==> src/hw/rtl/multi_slot_software_timer_table_macros.svh <==
// Assertion macros for the timer table.
// Used by multi_slot_software_timer_table.sv; expects clk and rst_n in scope.
`ifndef MULTI_SLOT_SOFTWARE_TIMER_TABLE_MACROS_SVH
`define MULTI_SLOT_SOFTWARE_TIMER_TABLE_MACROS_SVH

// Same-cycle implication, disabled during reset.
`define MSST_CHECK_IMPL(name, ante, cons, msg) \
  name: assert property (@(posedge clk) disable iff (!rst_n) (ante) |-> (cons)) \
    else $error(msg);

// Next-cycle implication, disabled during reset.
`define MSST_CHECK_NEXT(name, ante, cons, msg) \
  name: assert property (@(posedge clk) disable iff (!rst_n) (ante) |=> (cons)) \
    else $error(msg);

`endif

==> src/hw/rtl/msst_pkg.sv <==
// Shared types and constants of the timer table.
// No dependencies; imported by msst_cell, msst_head, the top level and the testbench.
`default_nettype none

package msst_pkg;

  localparam int MSST_SLOTS       = 16;
  localparam int MSST_MAX_RESULTS = 16;
  localparam int MSST_EXP_W       = $clog2(MSST_MAX_RESULTS + 1);
  localparam logic [MSST_EXP_W-1:0] MSST_EXP_ONE = MSST_EXP_W'(1);
  localparam logic [MSST_EXP_W-1:0] MSST_EXP_MAX = MSST_EXP_W'(MSST_MAX_RESULTS);

  // operation codes
  localparam logic [2:0] MODE_TICK    = 3'd0;
  localparam logic [2:0] MODE_ADD     = 3'd1;
  localparam logic [2:0] MODE_DEL     = 3'd2;
  localparam logic [2:0] MODE_GET     = 3'd3;
  localparam logic [2:0] MODE_RESTART = 3'd4;

  // result kinds
  localparam logic [2:0] KIND_EXPIRED = 3'd0;
  localparam logic [2:0] KIND_ADDED   = 3'd1;
  localparam logic [2:0] KIND_FULL    = 3'd2;
  localparam logic [2:0] KIND_DONE    = 3'd3;
  localparam logic [2:0] KIND_REMAIN  = 3'd4;
  localparam logic [2:0] KIND_NOEXP   = 3'd5;

  typedef struct packed {
    logic        in_use;
    logic        rep;
    logic [31:0] cnt_left;
    logic [31:0] reload_val;
    logic [31:0] owner_id;
  } entry_t;

  typedef struct packed {
    logic [2:0]  mode;
    logic        match;
    logic        found;
    logic [31:0] period;
    logic [31:0] timer_id;
    logic        rep;
  } head_cmd_t;

  typedef struct packed {
    logic expire;
    logic alive;
    logic claim;
  } head_stat_t;

endpackage

`default_nettype wire

==> src/hw/rtl/msst_cell.sv <==
// One slot of the rotating timer ring: holds an entry, takes its neighbor's on shift.
// Depends on msst_pkg.
`default_nettype none

module msst_cell import msst_pkg::*; (
  input  wire logic   clk,
  input  wire logic   rst_n,
  input  wire logic   shift_en,
  input  wire entry_t ent_in,
  output entry_t      ent_out
);

  entry_t ent_r, ent_nxt;

  always_comb begin
    ent_nxt = shift_en ? ent_in : ent_r;
  end

  always_ff @(posedge clk) begin
    if (!rst_n) begin
      ent_r <= '0;
    end else begin
      ent_r <= ent_nxt;
    end
  end

  assign ent_out = ent_r;

endmodule

`default_nettype wire

==> src/hw/rtl/msst_head.sv <==
// Update logic at the head of the ring: applies the current operation to one entry.
// Depends on msst_pkg.
`default_nettype none

module msst_head import msst_pkg::*; (
  input  wire entry_t    ent,
  input  wire head_cmd_t cmd,
  output entry_t         ent_nxt,
  output head_stat_t     stat
);

  logic [31:0] dec;

  assign dec = ent.cnt_left - 32'd1;

  always_comb begin
    ent_nxt = ent;
    stat    = '0;
    unique case (cmd.mode)
      MODE_TICK: begin
        if (ent.in_use) begin
          if (dec == 32'd0) begin
            stat.expire = 1'b1;
            if (ent.rep) begin
              ent_nxt.cnt_left = ent.reload_val;
            end else begin
              ent_nxt = '0;
            end
          end else begin
            ent_nxt.cnt_left = dec;
          end
        end
      end
      MODE_ADD: begin
        // claim the lowest idle slot only
        if (!ent.in_use && !cmd.found) begin
          ent_nxt.in_use     = 1'b1;
          ent_nxt.rep        = cmd.rep;
          ent_nxt.cnt_left   = cmd.period;
          ent_nxt.reload_val = cmd.period;
          ent_nxt.owner_id   = cmd.timer_id;
          stat.claim         = 1'b1;
        end
      end
      MODE_DEL: begin
        if (cmd.match) begin
          ent_nxt = '0;
        end
      end
      MODE_RESTART: begin
        if (cmd.match) begin
          ent_nxt.cnt_left = ent.reload_val;
        end
      end
      default: begin
      end
    endcase
    stat.alive = ent_nxt.in_use;
  end

endmodule

`default_nettype wire

==> src/hw/rtl/multi_slot_software_timer_table.sv <==
// Timer table top level: ring of slot cells, head update unit, sequencer, result register.
// Depends on msst_pkg, msst_cell, msst_head and the macros header.
//
//   port group  | direction | transaction
//   in_*        | in        | one command: tick, add, delete, get remaining, restart
//   out_*       | out       | one result; out_last marks the final one of a command
//
// The slot entries rotate through a ring of SLOTS cells past one head unit, one slot per
// cycle. A non-tick command takes one lap, then gives its result. A tick runs a scan lap
// to learn the final running flag, then an update lap, and then a no-expiry result when
// nothing expires; a stalled result register freezes the ring.
// Reset (rst_n, synchronous) clears all slots; in_ready is high whenever the ring is idle.
`default_nettype none
`include "multi_slot_software_timer_table_macros.svh"

module multi_slot_software_timer_table import msst_pkg::*; #(
  parameter int SLOTS = MSST_SLOTS
) (
  input  wire logic        clk,
  input  wire logic        rst_n,
  input  wire logic        in_valid,
  output logic             in_ready,
  input  wire logic [2:0]  in_mode,
  input  wire logic [3:0]  in_slot,
  input  wire logic [31:0] in_timer_id,
  input  wire logic [31:0] in_period,
  input  wire logic        in_repeat_req,
  output logic             out_valid,
  input  wire logic        out_ready,
  output logic [2:0]       out_kind,
  output logic [3:0]       out_slot_out,
  output logic [31:0]      out_expired_id,
  output logic [31:0]      out_remaining,
  output logic             out_running,
  output logic             out_last
);

  localparam int IW = $clog2(SLOTS);
  localparam logic [IW-1:0] IDX_ONE  = IW'(1);
  localparam logic [IW-1:0] IDX_LAST = IW'(SLOTS - 1);

  typedef enum logic [3:0] {
    S_IDLE = 4'b0001,
    S_SCAN = 4'b0010,
    S_WALK = 4'b0100,
    S_FIN  = 4'b1000
  } state_t;

  state_t                state_r, state_nxt;
  logic [IW-1:0]         idx_r, idx_nxt;
  logic                  found_r, found_nxt;
  logic                  alive_r, alive_nxt;
  logic                  running_r, running_nxt;
  logic [MSST_EXP_W-1:0] exp_tot_r, exp_tot_nxt;
  logic [MSST_EXP_W-1:0] exp_cnt_r, exp_cnt_nxt;
  logic [3:0]            claim_slot_r, claim_slot_nxt;
  logic [31:0]           rem_r, rem_nxt;

  logic [2:0]  cmd_mode_r;
  logic [3:0]  cmd_slot_r;
  logic [31:0] cmd_tid_r;
  logic [31:0] cmd_per_r;
  logic        cmd_rep_r;

  logic        out_valid_r;
  logic [2:0]  out_kind_r, out_kind_nxt;
  logic [3:0]  out_slot_r, out_slot_nxt;
  logic [31:0] out_id_r, out_id_nxt;
  logic [31:0] out_rem_r, out_rem_nxt;
  logic        out_running_r, out_running_nxt;
  logic        out_last_r, out_last_nxt;

  entry_t     ring_q [SLOTS];
  entry_t     head_ent, head_nxt, wrap_ent;
  head_cmd_t  hcmd;
  head_stat_t hstat;

  logic          accept, is_tick, slot_ok, out_free;
  logic          want_emit, stall, shift_en, lap_end, load_out;
  logic [IW+3:0] idx_ext;
  logic [3:0]    idx4;

  assign in_ready = (state_r == S_IDLE);
  assign accept   = in_valid && in_ready;
  assign is_tick  = (cmd_mode_r == MODE_TICK);
  assign slot_ok  = (8'(cmd_slot_r) < 8'(SLOTS));
  assign idx_ext  = {4'b0000, idx_r};
  assign idx4     = idx_ext[3:0];
  assign out_free = !out_valid_r || out_ready;

  assign head_ent = ring_q[0];

  always_comb begin
    hcmd.mode     = cmd_mode_r;
    hcmd.match    = (idx_ext == (IW + 4)'(cmd_slot_r));
    hcmd.found    = found_r;
    hcmd.period   = cmd_per_r;
    hcmd.timer_id = cmd_tid_r;
    hcmd.rep      = cmd_rep_r;
  end

  msst_head u_head (
    .ent     (head_ent),
    .cmd     (hcmd),
    .ent_nxt (head_nxt),
    .stat    (hstat)
  );

  // Hold the ring while an expiry waits for the result register.
  assign want_emit = (state_r == S_WALK) && is_tick && hstat.expire &&
                     (exp_cnt_r != exp_tot_r);
  assign stall     = want_emit && !out_free;
  assign shift_en  = (state_r == S_SCAN) || ((state_r == S_WALK) && !stall);
  assign lap_end   = shift_en && (idx_r == IDX_LAST);
  assign load_out  = (want_emit && out_free) || ((state_r == S_FIN) && out_free);

  // The scan lap passes entries back unchanged; the update lap writes the head result.
  assign wrap_ent = (state_r == S_WALK) ? head_nxt : head_ent;

  for (genvar k = 0; k < SLOTS; k++) begin : g_cell
    entry_t cell_in;
    if (k == SLOTS - 1) begin : g_wrap
      assign cell_in = wrap_ent;
    end else begin : g_link
      assign cell_in = ring_q[k+1];
    end
    msst_cell u_cell (
      .clk      (clk),
      .rst_n    (rst_n),
      .shift_en (shift_en),
      .ent_in   (cell_in),
      .ent_out  (ring_q[k])
    );
  end

  always_comb begin
    state_nxt      = state_r;
    idx_nxt        = idx_r;
    found_nxt      = found_r;
    alive_nxt      = alive_r;
    running_nxt    = running_r;
    exp_tot_nxt    = exp_tot_r;
    exp_cnt_nxt    = exp_cnt_r;
    claim_slot_nxt = claim_slot_r;
    rem_nxt        = rem_r;
    unique case (state_r)
      S_IDLE: begin
        if (accept) begin
          state_nxt   = (in_mode == MODE_TICK) ? S_SCAN : S_WALK;
          found_nxt   = 1'b0;
          alive_nxt   = 1'b0;
          exp_tot_nxt = '0;
          exp_cnt_nxt = '0;
          rem_nxt     = '0;
        end
      end
      S_SCAN: begin
        idx_nxt   = lap_end ? '0 : idx_r + IDX_ONE;
        alive_nxt = alive_r | hstat.alive;
        if (hstat.expire && (exp_tot_r != MSST_EXP_MAX)) begin
          exp_tot_nxt = exp_tot_r + MSST_EXP_ONE;
        end
        if (lap_end) begin
          state_nxt = S_WALK;
        end
      end
      S_WALK: begin
        if (shift_en) begin
          idx_nxt   = lap_end ? '0 : idx_r + IDX_ONE;
          alive_nxt = alive_r | hstat.alive;
          if (hstat.claim) begin
            found_nxt      = 1'b1;
            claim_slot_nxt = idx4;
          end
          if (hcmd.match && (cmd_mode_r == MODE_GET)) begin
            rem_nxt = head_ent.cnt_left;
          end
          if (want_emit) begin
            exp_cnt_nxt = exp_cnt_r + MSST_EXP_ONE;
          end
          if (lap_end) begin
            if (is_tick) begin
              if (exp_tot_r != '0) begin
                running_nxt = alive_nxt;
                state_nxt   = S_IDLE;
              end else begin
                state_nxt = S_FIN;
              end
            end else begin
              if ((cmd_mode_r == MODE_ADD) && found_nxt) begin
                running_nxt = 1'b1;
              end
              if ((cmd_mode_r == MODE_DEL) && slot_ok) begin
                running_nxt = alive_nxt;
              end
              state_nxt = S_FIN;
            end
          end
        end
      end
      S_FIN: begin
        if (out_free) begin
          state_nxt = S_IDLE;
        end
      end
      default: begin
        state_nxt = S_IDLE;
      end
    endcase
  end

  // Result fields: an expiry from the update lap, or the command's final result.
  always_comb begin
    out_kind_nxt    = KIND_EXPIRED;
    out_slot_nxt    = idx4;
    out_id_nxt      = head_ent.owner_id;
    out_rem_nxt     = '0;
    out_running_nxt = alive_r;
    out_last_nxt    = ((exp_cnt_r + MSST_EXP_ONE) == exp_tot_r);
    if (state_r == S_FIN) begin
      out_id_nxt      = '0;
      out_running_nxt = running_r;
      out_last_nxt    = 1'b1;
      out_slot_nxt    = cmd_slot_r;
      case (cmd_mode_r)
        MODE_TICK: begin
          out_kind_nxt = KIND_NOEXP;
          out_slot_nxt = 4'd0;
        end
        MODE_ADD: begin
          out_kind_nxt = found_r ? KIND_ADDED : KIND_FULL;
          out_slot_nxt = found_r ? claim_slot_r : 4'd0;
        end
        MODE_GET: begin
          out_kind_nxt = KIND_REMAIN;
          out_rem_nxt  = rem_r;
        end
        default: begin
          out_kind_nxt = KIND_DONE;
        end
      endcase
    end
  end

  always_ff @(posedge clk) begin
    if (!rst_n) begin
      state_r     <= S_IDLE;
      idx_r       <= '0;
      found_r     <= 1'b0;
      alive_r     <= 1'b0;
      running_r   <= 1'b0;
      exp_tot_r   <= '0;
      exp_cnt_r   <= '0;
      out_valid_r <= 1'b0;
    end else begin
      state_r   <= state_nxt;
      idx_r     <= idx_nxt;
      found_r   <= found_nxt;
      alive_r   <= alive_nxt;
      running_r <= running_nxt;
      exp_tot_r <= exp_tot_nxt;
      exp_cnt_r <= exp_cnt_nxt;
      if (load_out) begin
        out_valid_r <= 1'b1;
      end else if (out_ready) begin
        out_valid_r <= 1'b0;
      end
    end
  end

  always_ff @(posedge clk) begin
    claim_slot_r <= claim_slot_nxt;
    rem_r        <= rem_nxt;
    if (accept) begin
      cmd_mode_r <= in_mode;
      cmd_slot_r <= in_slot;
      cmd_tid_r  <= in_timer_id;
      cmd_per_r  <= in_period;
      cmd_rep_r  <= in_repeat_req;
    end
    if (load_out) begin
      out_kind_r    <= out_kind_nxt;
      out_slot_r    <= out_slot_nxt;
      out_id_r      <= out_id_nxt;
      out_rem_r     <= out_rem_nxt;
      out_running_r <= out_running_nxt;
      out_last_r    <= out_last_nxt;
    end
  end

  assign out_valid      = out_valid_r;
  assign out_kind       = out_kind_r;
  assign out_slot_out   = out_slot_r;
  assign out_expired_id = out_id_r;
  assign out_remaining  = out_rem_r;
  assign out_running    = out_running_r;
  assign out_last       = out_last_r;

  `MSST_CHECK_IMPL(a_idle_home, state_r == S_IDLE, idx_r == '0, "ring not aligned when idle")
  `MSST_CHECK_IMPL(a_exp_bound, 1'b1, exp_cnt_r <= exp_tot_r, "more expiries sent than counted")
  `MSST_CHECK_NEXT(a_stall_hold, stall, $stable(idx_r), "ring advanced during a stall")
  `MSST_CHECK_NEXT(a_fin_hold, (state_r == S_FIN) && out_valid_r && !out_ready, state_r == S_FIN, "final result dropped")

endmodule

`default_nettype wire

==> config.mk <==
export PLATFORM = sky130hd
export DESIGN_NAME = multi_slot_software_timer_table
export DESIGN_NICKNAME = d
export VERILOG_FILES = /design/src/hw/rtl/msst_pkg.sv /design/src/hw/rtl/msst_cell.sv /design/src/hw/rtl/msst_head.sv /design/src/hw/rtl/multi_slot_software_timer_table.sv
export VERILOG_INCLUDE_DIRS = /design/src /design/src/hw/rtl
export SDC_FILE = /design/constraint.sdc
export NUM_CORES = 2
export LEC_CHECK = 0
export ABC_CLOCK_PERIOD_IN_PS = 9400
export BUFFER_PORTS_ARGS = -buffer_cell sky130_fd_sc_hd__clkbuf_2
export CAP_MARGIN = 30
export CORE_MARGIN = 8
export CORE_UTILIZATION = 35
export DETAILED_ROUTE_END_ITERATION = 8
export PLACE_DENSITY = 0.54
export SLEW_MARGIN = 30
export SYNTH_ARGS = -nofsm -noshare
export SYNTH_HDL_FRONTEND = slang
export SYNTH_SLANG_ARGS = --single-unit
==> constraint.sdc <==
create_clock -name clk -period 9.4 [get_ports clk]
set_clock_uncertainty 0.05 [all_clocks]
set_input_delay 2.35 -clock clk [delete_from_list [all_inputs] [get_ports clk]]
set_output_delay 2.35 -clock clk [all_outputs]
set_load 0.03 [all_outputs]
# == Word level (Yosys, flattened, before mapping) ==
# Cells that the tools add are included.
# op_classes
n_addsub,4
mux,61
bitwise_logic,1
eq_ne,22
reduce_logical,41
# ops
operator,n
98-bit 2-to-1 mux,4
32-bit 2-to-1 mux,6
64-bit one-hot mux with 3 select lines,1
64-bit 2-to-1 mux,2
32-bit one-hot mux with 4 select lines,1
32-bit one-hot mux with 2 select lines,1
4-bit 2-to-1 mux,11
32-bit zero test,1
"32-bit by 1-bit subtractor with 32-bit output, second input constant",1
5-bit 2-to-1 mux,4
5-bit one-hot mux with 2 select lines,2
1-bit 2-to-1 mux,18
4-bit one-hot mux with 2 select lines,2
4-bit one-hot mux with 4 select lines,1
1-bit logical AND,13
3-bit AND reduction,4
"5-bit by 1-bit adder with 5-bit output, second input constant",2
"2-bit by 1-bit inequality test with 1-bit output, second input constant",5
5-bit AND reduction,2
3-bit one-hot mux with 3 select lines,1
"4-bit equality test, second input constant",2
"2-bit inequality test, second input constant",4
4-bit AND reduction,2
2-bit nonzero test,4
23 further kinds,35
# totals
reg_bits,1771
wordCells,230
input_bits,76

# == Longest topological paths before layout ==
# logic_depth
depth_word,17
ltp_mapped,14
mapped_depth_nobuf,11

# == Modules after synthesis ==
# Synthesis repeated with hierarchy kept, for this count alone.
# unflattened
hier_cells,6430
area_unflattened_um2,71678.7
# by_module_without_submodules
mod,area_each_um2,cells_per_inst,seq_area_each_um2,instances
msst_cell,3696.0,315,1961.9,16
multi_slot_software_timer_table,8843.5,796,5875.6,1
msst_head,3698.5,594,0.0,1

# == Worst setup path after synthesis ==
# OpenSTA, ideal clock, no wires.
# synth_path
path_kind,reg-to-reg
startpoint,"register g_cell[0].u_cell.ent_r, in the netlist g_cell[0].u_cell.ent_out[65]"
endpoint,"register out_id_r[0] (netlist: out_expired_id[0]), enable pin"
synth_period_minus_slack_ns,6.924
t_arrival_ns,6.369
setup_time_ns,0.505
stages_incl_launch_ff,12
path_slack_ns,2.476
path_buffers,1
path_cell_list,dfxtp_1 > clkbuf_1 > inv_1 > ha_1 > or3b_1 > or4_1 > or4b_2 > xor2_1 > and4_1 > nand4_1 > and2_1 > nor2_1
# synth_via
elab_chain_cells,9
# synth_lines
element,line,rtl
"start, declared",msst_cell.sv:13,"entry_t ent_r, ent_nxt;"
"start signal, assigned",msst_cell.sv:23,ent_r <= ent_nxt;
32-bit by 1-bit subtractor with 32-bit output,msst_head.sv:14,assign dec = ent.cnt_left - 32'd1;
32-bit zero test,msst_head.sv:22,if (dec == 32'd0) begin
1-bit 2-to-1 mux,msst_head.sv:22,
1-bit 2-to-1 mux,msst_head.sv:21,if (ent.in_use) begin
1-bit 2-to-1 mux,msst_head.sv:19,unique case (cmd.mode)
1-bit logical AND (2 in a row),multi_slot_software_timer_table.sv:110,assign want_emit = (state_r == S_WALK) && is_tick && hstat.expire &&
1-bit logical AND,multi_slot_software_timer_table.sv:115,assign load_out = (want_emit && out_free) || ((state_r == S_FIN) && out_free);
1-bit logical OR,multi_slot_software_timer_table.sv:115,
net load_out,multi_slot_software_timer_table.sv:79,"logic want_emit, stall, shift_en, lap_end, load_out;"
"end signal, assigned",multi_slot_software_timer_table.sv:284,out_id_r <= out_id_nxt;
"end, declared",multi_slot_software_timer_table.sv:68,"logic [31:0] out_id_r, out_id_nxt;"
# The timed path passes the listed nets, and every way through them passes these cells.
# A chain may end at the register's enable or synchronous reset.

# == Worst setup path in the final report ==
# layout_path
startpoint,"register g_cell[0].u_cell.ent_r, in the netlist g_cell[0].u_cell.ent_out[65]"
endpoint,"register g_cell[0].u_cell.ent_r, in the netlist g_cell[0].u_cell.ent_out[64]"
# layout_via
elab_chain_cells,11
# layout_lines
element,line,rtl
32-bit by 1-bit subtractor with 32-bit output,msst_head.sv:14,
32-bit zero test,msst_head.sv:22,
1-bit 2-to-1 mux,msst_head.sv:22,
1-bit 2-to-1 mux,msst_head.sv:21,
1-bit 2-to-1 mux,msst_head.sv:19,
1-bit logical AND (2 in a row),multi_slot_software_timer_table.sv:110,
1-bit logical AND,multi_slot_software_timer_table.sv:112,assign stall = want_emit && !out_free;
1-bit zero test,multi_slot_software_timer_table.sv:113,assign shift_en = (state_r == S_SCAN) || ((state_r == S_WALK) && !stall);
1-bit logical AND,multi_slot_software_timer_table.sv:113,
1-bit logical OR,multi_slot_software_timer_table.sv:113,
# Every way passes these cells.

==> impl_metrics.json <==
{
  "drc": 0,
  "tns_ns": 0,
  "grt.busiest_layer": "met2",
  "fin_crit_sh": 0.625,
  "syn_avg_cell_area_um2": 8.71,
  "p_total_mw": 16.0,
  "numPortBuffers": 150,
  "use_met2": 0.224,
  "ys_seq_elements": 1771,
  "final_hold_viol_count": 0,
  "syn_nets": 7918,
  "powerDensity_nw_per_um2": 209,
  "cts_sinks": 1771,
  "rsz0062_at_grt": "false",
  "layout_setup_ws_ns": 3.53,
  "first_global_vias": 47500,
  "numCtsBuffers": 182,
  "maxClockFrequency_mhz": 170,
  "ios": 151,
  "end_kind": "flop",
  "wirelength_mm": 160,
  "fillers": 19500,
  "root_buffer": "clkbuf_16",
  "ys.flop_type": "dfxtp_1",
  "post-synth-top-area-fraction": 0.466,
  "setup_viol": 0,
  "num_rows": 162,
  "ant_nets": 0,
  "holdBufCountCts": 0,
  "multi_input_area_um2": 28400,
  "synth.distinct_cells": 71,
  "dr.pass1.iters": 6,
  "worstPathRequired_ns": 10.06,
  "mostFrequentLayoutCell": "nand2_1",
  "cp.arrival_ns": 6.53,
  "vdd_drop_max_mv": 0.192,
  "path_clk_slew_ns": 0.06,
  "gp_congestion": 0.893,
  "path_max_fanout": 206,
  "die_y_um": 458,
  "grt_antenna_before_repair": 6,
  "vias": 51200,
  "regArea_um2": 37300,
  "syn_area_um2": 68300,
  "yosys-top-cells-area": "dfxtp_1 47%, nand2_1 17%, a21boi_1 16%",
  "place_ws_ns": 3.64,
  "async_reset_ff_frac": 0,
  "insertion_delay_ns": 0.81,
  "relSlewSlack": 0.254,
  "wl_per_cell_um": 15.5,
  "cts_tree": "done",
  "place_hpwl_mm": 91.7,
  "p_leak_nw": 25.5,
  "htree_num_levels": 4,
  "final_cell_mix": "3021 x nand2_1, 1589 x dfxtp_1, 1477 x a21boi_1",
  "overflow": 0,
  "drt_iter0_drc": 4712,
  "worst_setup_path_start_kind": "flop",
  "via_per_inst": 4.97,
  "grt_start_max_net_pins": 278,
  "synth_top_area_cell": "dfxtp_1",
  "cts_setup_buffers": 0,
  "grt_usage": 0.146,
  "die_w_um": 458,
  "area_growth_syn_to_layout_pct": 12.6,
  "floorplan.die_area_um2": 209000,
  "maxCapViolCount": 0,
  "slew_viol_final": 0,
  "yosys_warnings": 0,
  "min_period_ns": 5.87,
  "synth-edff-count": 181,
  "worst_pin_slew_ns": 1.12,
  "synth_cells": 7836,
  "crit_type": "flop to flop",
  "ys_seq_area_frac": 0.546,
  "start_util": 0.351,
  "grt_use_met1": 0.206,
  "clk_path_buf_depth": 3,
  "hold_class": "flop to flop",
  "core-area_um2": 194000,
  "grt_use_met3": 0.0307,
  "finalNetCount": 7703,
  "drive_gt1_frac": 0.0686,
  "status": "completed",
  "post_cts_resized": 0,
  "grt_pass1_wl_mm": 257
}
==> metrics by stage <==
stage	std cells	cell area (um2)	hold slack, ns	util
after global placement	9968	70300	0.383	0.362
after floorplan	7836	68300	0.376	-
after global routing	10300	76800	0.387	0.395
after CTS	10300	76600	0.376	0.394
after detailed placement	9970	70400	0.391	0.362
final	10300	76800	0.375	0.395
==> kinds of logic after synthesis <==
kind of cell,synth area share
adder cells (fa/ha/maj),0.00110
buffers and inverters,0.0394
XOR/XNOR,0.00411
flip-flops,0.546
multiplexers,0.000880
AND/OR/NAND/NOR,0.203
AO/OA/AOI/OAI,0.206
==> worst paths after layout <==
check,start,to,slack (ns),depth (start not counted)
worst max-delay path,g_cell[0].u_cell.ent_out[65]$_SDFFE_PN0P_,g_cell[0].u_cell.ent_out[64]$_SDFFE_PN0P_,3.53,13
worst min-delay path,g_cell[7].u_cell.ent_out[34]$_SDFFE_PN0P_,g_cell[6].u_cell.ent_out[34]$_SDFFE_PN0P_,0.38,2
worst max register to register,g_cell[0].u_cell.ent_out[65]$_SDFFE_PN0P_,g_cell[0].u_cell.ent_out[64]$_SDFFE_PN0P_,3.53,13
worst min register to register,g_cell[7].u_cell.ent_out[34]$_SDFFE_PN0P_,g_cell[6].u_cell.ent_out[34]$_SDFFE_PN0P_,0.38,2
==> flip-flops by register name, summed over array words and instances (netlist names), 4 cells and up <==
| name | cells |
|---|---|
| out_remaining | 32 |
| cmd_slot_r | 4 |
| exp_tot_r | 5 |
| out_slot_out | 4 |
| rem_r | 32 |
| claim_slot_r | 4 |
| cmd_per_r | 32 |
| idx4 | 4 |
| cmd_tid_r | 32 |
| out_expired_id | 32 |
| exp_cnt_r | 5 |
| g_cell.u_cell.ent_out | 1568 |
| state_r | 4 |
==> layout make-up <==
class | count | share of cell area
diodes | 3 | 0.0000977
clock buffers | 270 | 0.0699
clock inverters | 59 | 0.0104
inverters | 13 | 0.000651
multi-input cells | 5431 | 0.370
flip-flops and latches | 1771 | 0.485
well taps | 2542 | 0.0414
repair buffers | 222 | 0.0227
==> routing by layer <==
layer  routed length (um)  vias to the layer above
met5                   12                        -
met4                 4250                        2
met3                 9180                      271
met2                68200                     1041
met1                77900                    24400
li1                     -                    25500
==> synth_stat cells, drive strengths merged, types with 16 or more instances <==
master / n
a21boi: 1483
a21oi: 81
a221o: 16
a221oi: 46
a31oi: 20
and2: 75
buf: 208
clkbuf: 413
dfxtp: 1590
edfxtp: 181
nand2: 3021
nand3: 54
nand4: 25
nor2: 105
nor2b: 44
nor3: 38
nor4: 19
o211ai: 18
o21a: 18
o21ai: 137
or4: 16
xnor2: 21
==> power breakdown <==
group	internal [mW]	switching, mW	leakage [nW]
sequential	7.72	0.0716	14.4
combinational	0.204	0.656	8.10
clock	4.39	3.00	3.03
total	12.3	3.72	25.5
==> worst max-delay path, stage by stage, from the launching register on <==
cell      delay [ns]
dfxtp_1         0.30
buf_4           0.16
inv_1           0.12
ha_1            0.30
or3b_1          0.47
or4_1           0.60
o31a_1          0.34
or3_1           0.35
or4b_1          0.63
o41ai_4         0.58
buf_12          0.51
buf_12          0.73
nand2_1         0.14
a21boi_1        0.28
No activity file was read; power rests on OpenSTA's default activity.
